### config.mk
export PLATFORM = sky130hd
export DESIGN_NAME = bspe_div
export DESIGN_NICKNAME = d
export VERILOG_FILES = /design/src/rtl/core/bspe_pkg.sv /design/src/rtl/core/bspe_div.sv
export SDC_FILE = /design/constraint.sdc
export NUM_CORES = 2
export LEC_CHECK = 0
export BUFFER_PORTS_ARGS = -buffer_cell sky130_fd_sc_hd__buf_4
export CAP_MARGIN = 20
export CORE_UTILIZATION = 35
export DETAILED_ROUTE_END_ITERATION = 8
export HOLD_SLACK_MARGIN = 0.05
export PLACE_DENSITY_LB_ADDON = 0.12
export SETUP_SLACK_MARGIN = 0.02
export SYNTH_ARGS = -nofsm -noshare
export SYNTH_HDL_FRONTEND = slang
export SYNTH_SLANG_ARGS = --single-unit
### constraint.sdc
create_clock -name clk -period 10.9 [get_ports clk]
set_input_delay 1.09 -clock clk [delete_from_list [all_inputs] [get_ports clk]]
set_output_delay 1.09 -clock clk [all_outputs]
set_load 0.05 [all_outputs]
### src/rtl/core/bspe_pkg.sv
`default_nettype none

package bspe_pkg;

	// field widths
	localparam int ANGLE_WIDTH = 16;
	localparam int OUTPUT_WIDTH = 24;
	localparam int RADIUS_WIDTH = 16;
	localparam logic [RADIUS_WIDTH-1:0] RADIUS_RESET = 16'd256;

	// angle to q.28 radians
	localparam int ANGLE_SHIFT = 30 - ANGLE_WIDTH;

	// q.28 constants
	localparam logic [31:0] FX_ONE = 32'd268435456;
	localparam logic [31:0] FX_PI = 32'd843314857;
	localparam logic [31:0] FX_TWO_PI = 32'd1686629714;
	localparam logic [31:0] FX_HALF_PI = 32'd421657428;

	typedef logic signed [31:0] fx_t;
	typedef logic signed [63:0] fx_prod_t;

	localparam fx_t FX_B = 32'sd379625062;

	// sine series: divisors and their truncated reciprocals scaled by 2^32
	localparam int SIN_STEPS = 5;
	localparam int SIN_LAT = 20;
	localparam logic [6:0] SIN_DIV [SIN_STEPS] = '{7'd110, 7'd72, 7'd42, 7'd20, 7'd6};
	localparam logic [29:0] SIN_RECIP [SIN_STEPS] = '{
		30'(64'd4294967296 / 64'd110),
		30'(64'd4294967296 / 64'd72),
		30'(64'd4294967296 / 64'd42),
		30'(64'd4294967296 / 64'd20),
		30'(64'd4294967296 / 64'd6)
	};

	// rounding divider widths
	localparam int NUM_W = 53;
	localparam int DEN_W = 32;

	typedef struct packed {
		logic [ANGLE_WIDTH-1:0] u_angle;
		logic [ANGLE_WIDTH-1:0] v_angle;
	} angle_t;

	typedef struct packed {
		logic signed [OUTPUT_WIDTH-1:0] point_x;
		logic signed [OUTPUT_WIDTH-1:0] point_y;
		logic signed [OUTPUT_WIDTH-1:0] point_z;
	} point_t;

	// q.28 product back to q.28, floor
	function automatic fx_t fx_hi(input fx_prod_t p);
		return fx_t'(p[59:28]);
	endfunction

endpackage

`default_nettype wire

### src/rtl/core/bspe_div.sv
`default_nettype none

module bspe_div #(
	parameter int NUM_W = bspe_pkg::NUM_W,
	parameter int DEN_W = bspe_pkg::DEN_W,
	parameter int Q_W = bspe_pkg::OUTPUT_WIDTH
) (
	input  logic                  clk,
	input  logic                  en,
	input  logic [NUM_W-1:0]      num,
	input  logic [DEN_W-1:0]      den,
	input  logic                  neg,
	output logic signed [Q_W-1:0] quot
);

	localparam int HI_W = NUM_W - Q_W;
	localparam int CMP_W = (HI_W > DEN_W) ? HI_W : DEN_W;
	localparam logic [Q_W-1:0] Q_MAX = {1'b0, {(Q_W-1){1'b1}}};
	localparam logic [Q_W-1:0] Q_MIN = {1'b1, {(Q_W-1){1'b0}}};

	logic [CMP_W-1:0] hi_x;
	logic [CMP_W-1:0] den_x;
	logic [DEN_W-1:0] rem_ch [Q_W+1];
	logic [Q_W-1:0]   lo_ch [Q_W+1];
	logic [DEN_W-1:0] den_ch [Q_W+1];
	logic             neg_ch [Q_W+1];
	logic             ovf_ch [Q_W+1];
	logic [DEN_W-1:0] rem_s0;
	logic [Q_W-1:0]   lo_s0;
	logic [DEN_W-1:0] den_s0;
	logic             neg_s0;
	logic             ovf_s0;
	logic [Q_W-1:0]   q;
	logic             big_pos;
	logic             big_neg;

	// quotient too wide when the top part already reaches the divisor
	assign hi_x = CMP_W'(num[NUM_W-1:Q_W]);
	assign den_x = CMP_W'(den);

	always_ff @(posedge clk) begin
		if (en) begin
			rem_s0 <= DEN_W'(hi_x);
			lo_s0 <= num[Q_W-1:0];
			den_s0 <= den;
			neg_s0 <= neg;
			ovf_s0 <= (hi_x >= den_x);
		end
	end

	assign rem_ch[0] = rem_s0;
	assign lo_ch[0] = lo_s0;
	assign den_ch[0] = den_s0;
	assign neg_ch[0] = neg_s0;
	assign ovf_ch[0] = ovf_s0;

	// restoring division, one quotient bit per stage
	for (genvar i = 0; i < Q_W; i++) begin : g_step
		logic [DEN_W:0]   t;
		logic [DEN_W:0]   diff;
		logic             ge;
		logic [DEN_W-1:0] rem_s;
		logic [Q_W-1:0]   lo_s;
		logic [DEN_W-1:0] den_s;
		logic             neg_s;
		logic             ovf_s;

		always_comb begin
			t = {rem_ch[i], lo_ch[i][Q_W-1]};
			ge = (t >= {1'b0, den_ch[i]});
			diff = t - {1'b0, den_ch[i]};
		end

		always_ff @(posedge clk) begin
			if (en) begin
				rem_s <= ge ? diff[DEN_W-1:0] : t[DEN_W-1:0];
				lo_s <= {lo_ch[i][Q_W-2:0], ge};
				den_s <= den_ch[i];
				neg_s <= neg_ch[i];
				ovf_s <= ovf_ch[i];
			end
		end

		assign rem_ch[i+1] = rem_s;
		assign lo_ch[i+1] = lo_s;
		assign den_ch[i+1] = den_s;
		assign neg_ch[i+1] = neg_s;
		assign ovf_ch[i+1] = ovf_s;
	end

	// sign and saturation
	always_comb begin
		q = lo_ch[Q_W];
		big_pos = ovf_ch[Q_W] || q[Q_W-1];
		big_neg = ovf_ch[Q_W] || (q[Q_W-1] && (q[Q_W-2:0] != '0));
	end

	always_ff @(posedge clk) begin
		if (en) begin
			if (neg_ch[Q_W])
				quot <= big_neg ? Q_MIN : -q;
			else
				quot <= big_pos ? Q_MAX : q;
		end
	end

endmodule

`default_nettype wire

==> metrics.txt <==
commonest cells after routing, fill and taps aside 2207 x edfxtp_1, 984 x inv_1, 796 x ha_1; GRT overflow 0; Worst-Margin Slew 1182 ps; worst reg2reg setup slack about 6000 ps; CTS sink cnt 2207; Syn Area/Cell about 12 sq um; synthesis-to-layout area growth 12.67%; IO Pins ~110; Via density about 5.1; Root Buffer clkbuf_16; Die Height 580.4 um; FILL cells between 30000 and 40000; Critical Path Stages 11; initial antenna violation count 9; I/O Buffers between 100 and 150; ys flop type edfxtp_1; FMAX 0.2051 GHz; placed inst area ~0.12 sq mm; Max-cap violations 0; status finished, final reports clean; TritonCTS Buffers about 270; kind of end point of the critical path flop; Core Rows about 210; critical path class reg -> reg; share of layout cells above drive strength 1 0.1138; DP HPWL around 230000 um; post-route clock period utilization 0.4474; final wirelength about 300000 um; Seq/Total Area, Yosys 0.5660; number of synthesized register bits between 2000 and 2500; Initial Util 0.3515; Async SR Flop Fraction 0; Slew Viols, Final 0; Total GRT Usage 0.1746; clk buf depth 4; crit path launch type flop; Period minus WS final between 4000 and 5000 ps; unrepaired setup endpoints after global routing no; Clk Latency, worst-skew pair about 890 ps; wire per inst around 21 um; worst reg-to-reg path cell count 11; skew final ~37 ps; Antenna Nets Post-Route 0; syn_nets between 10000 and 15000; WHS Endpoint lo_s0[7]; # setup viols final 0; commonest non-fill, non-tap cell in the layout edfxtp_1; Critical R2R Launch g_step[21].den_s[1]; post-synthesis cell area roughly 0.12 sq mm; hold crit path type in -> reg; VDD IR max 0.1897 mV; DRT Pass-1 Iters 5; Slew headroom 0.1914; Worst Hold Launch num[7]; CP required ~12000 ps; Synth Instances a little under 10000; CTS H-tree depth 5; final net count around 11000; post-cts sizing count 0; WP buf/inv 1; RR Endpoint g_step[22].rem_s[3]; die width 580.4 um; Slowest cell on crit path a311oi_1; final instance area about 0.13 sq mm; most used cell, CP o21ai_1; clock slew at reported path FFs ~60 ps; initial DRC count about 5000; DRC viols 0; final setup TNS 0 ps; Hold Vio Cnt, Final 0; Placeable Area approximately 0.33 sq mm; CP peak stage delay around 840 ps; postcts setup bufs 0; CP Cell Sequence inv_1, ha_1, nor2b_1, o31a_1, o21ai_1, a21oi_1, o21ai_1, o2111ai_1, a311oi_1, nand2_2, mux2_2; CTS Hold Buffers Added 0; vias around 74000; first-pass GRT wire length about 460000 um; fin cells approximately 14000; number of global-route vias before repair between 70000 and 80000; CP Max Fanout 52; placed cell count ~14000; post-synth cell types about 100; largest net degree at the start of global routing 174; Leak between 0.05 and 0.06 uW; cell family with most CP delay compound AO/OA/AOI/OAI gates; Hold Worst Slack 382.4 ps; Syn. warnings 0; CTS tree done; crit path DAT ~5500 ps; power density cells between 200 and 300 mW/mm^2; RD Place Congestion 0.9322; Min-Delay Path Depth 1; die footprint about 0.34 sq mm; EDFF count, synth 2207
-- Yosys cell counts (16+ instances only) --
cell | n | area [sq um]
mux2_2 | 496 | 5585
and3_1 | 60 | 375.4
buf_2 | 44 | 220.2
a211oi_1 | 71 | 533.0
mux2i_1 | 44 | 440.4
o21bai_1 | 84 | 630.6
nor2b_1 | 114 | 713.2
and4_1 | 16 | 140.1
and2_1 | 38 | 237.7
nand2b_1 | 95 | 594.3
o21ai_0 | 443 | 2217
xor2_1 | 209 | 1831
nor2_1 | 516 | 1937
or2_2 | 25 | 156.4
nand2_1 | 504 | 1892
a21boi_0 | 20 | 150.1
a21oi_1 | 750 | 3754
a211o_1 | 23 | 201.4
inv_1 | 984 | 3694
a21o_1 | 393 | 2950
clkbuf_1 | 155 | 581.8
nor3_1 | 106 | 530.5
nor4_1 | 34 | 212.7
o21a_1 | 116 | 870.8
ha_1 | 796 | 9960
a31oi_1 | 76 | 475.5
or3_1 | 34 | 212.7
fa_1 | 23 | 460.4
o211ai_1 | 33 | 247.7
o31ai_1 | 61 | 457.9
edfxtp_1 | 2207 | 66270
a31o_2 | 20 | 175.2
nand3_1 | 158 | 790.8
xnor2_1 | 403 | 3530
nand4_1 | 147 | 919.6
o31a_1 | 36 | 315.3
-- metal layers --
layer	up-vias	GRT usage	routed length (um)
li1	36210	-	-
met3	550	0.02178	10710
met4	0	0.07994	14280
met2	1463	0.3081	149800
met5	-	0	0
met1	36000	0.2118	126700
-- report_power, final --
group | switching [uW] | leakage (uW) | internal (uW)
Combinational | 9340 | 0.0266 | 7350
Clock | 3650 | 0.00428 | 5360
Sequential | 1310 | 0.0216 | 12200
Total | 14300 | 0.0525 | 24900
-- sequential cells by signal, summed over array words and instances, names as in the netlist, 24 cells and up --
signal and count:
g_step.den_s 736, g_step.rem_s 736, g_step.lo_s 576, den_s0 32, rem_s0 29, g_step.neg_s 24, g_step.ovf_s 24, lo_s0 24
quot 24
-- layout make-up --
type	instances	area, sq um	share of cell area
inverters	985	3697	0.02802
repair buffers	168	1394	0.01056
flip-flops and latches	2207	66270	0.5023
diodes	16	40.04	0.0003035
clock buffers	319	7047	0.05341
well taps	4387	5489	0.04160
clock inverters	157	1754	0.01330
multi-input cells	6233	46240	0.3505
-- metrics by stage --
stage / utilization / setup WS [ps] / power (uW)
after floorplan: - / 7478 / 25550
after global placement: 0.3694 / 6213 / 30210
after detailed placement: 0.3695 / 6085 / 30250
after CTS: 0.3959 / 6075 / 39620
after global routing: 0.3960 / 5793 / 41750
final: 0.3960 / 6024 / 39180
-- how the worst max path moves through the flow --
stage | slack, ps | endpoint | from
after CTS | 6080 | g_step[14].rem_s[31] | g_step[13].den_s[1]
after floorplan | 7480 | g_step[0].rem_s[10] | den_s0[0]
final | 6020 | g_step[22].rem_s[3] | g_step[21].den_s[1]
after global placement | 6210 | g_step[14].rem_s[31] | g_step[13].den_s[1]
after global routing | 5790 | g_step[14].rem_s[31] | g_step[13].den_s[1]
after detailed placement | 6090 | g_step[14].rem_s[31] | g_step[13].den_s[1]
-- cell families after synthesis --
group | count (synthesis) | share of synthesized area
simple gates | 1903 | 0.07846
mux | 543 | 0.05175
compound gates | 2356 | 0.1290
buf+inv | 1210 | 0.04007
flops | 2207 | 0.5660
xor+xnor | 612 | 0.04578
fa+ha+maj | 819 | 0.08899
No activity file was read; power rests on OpenSTA's default activity.
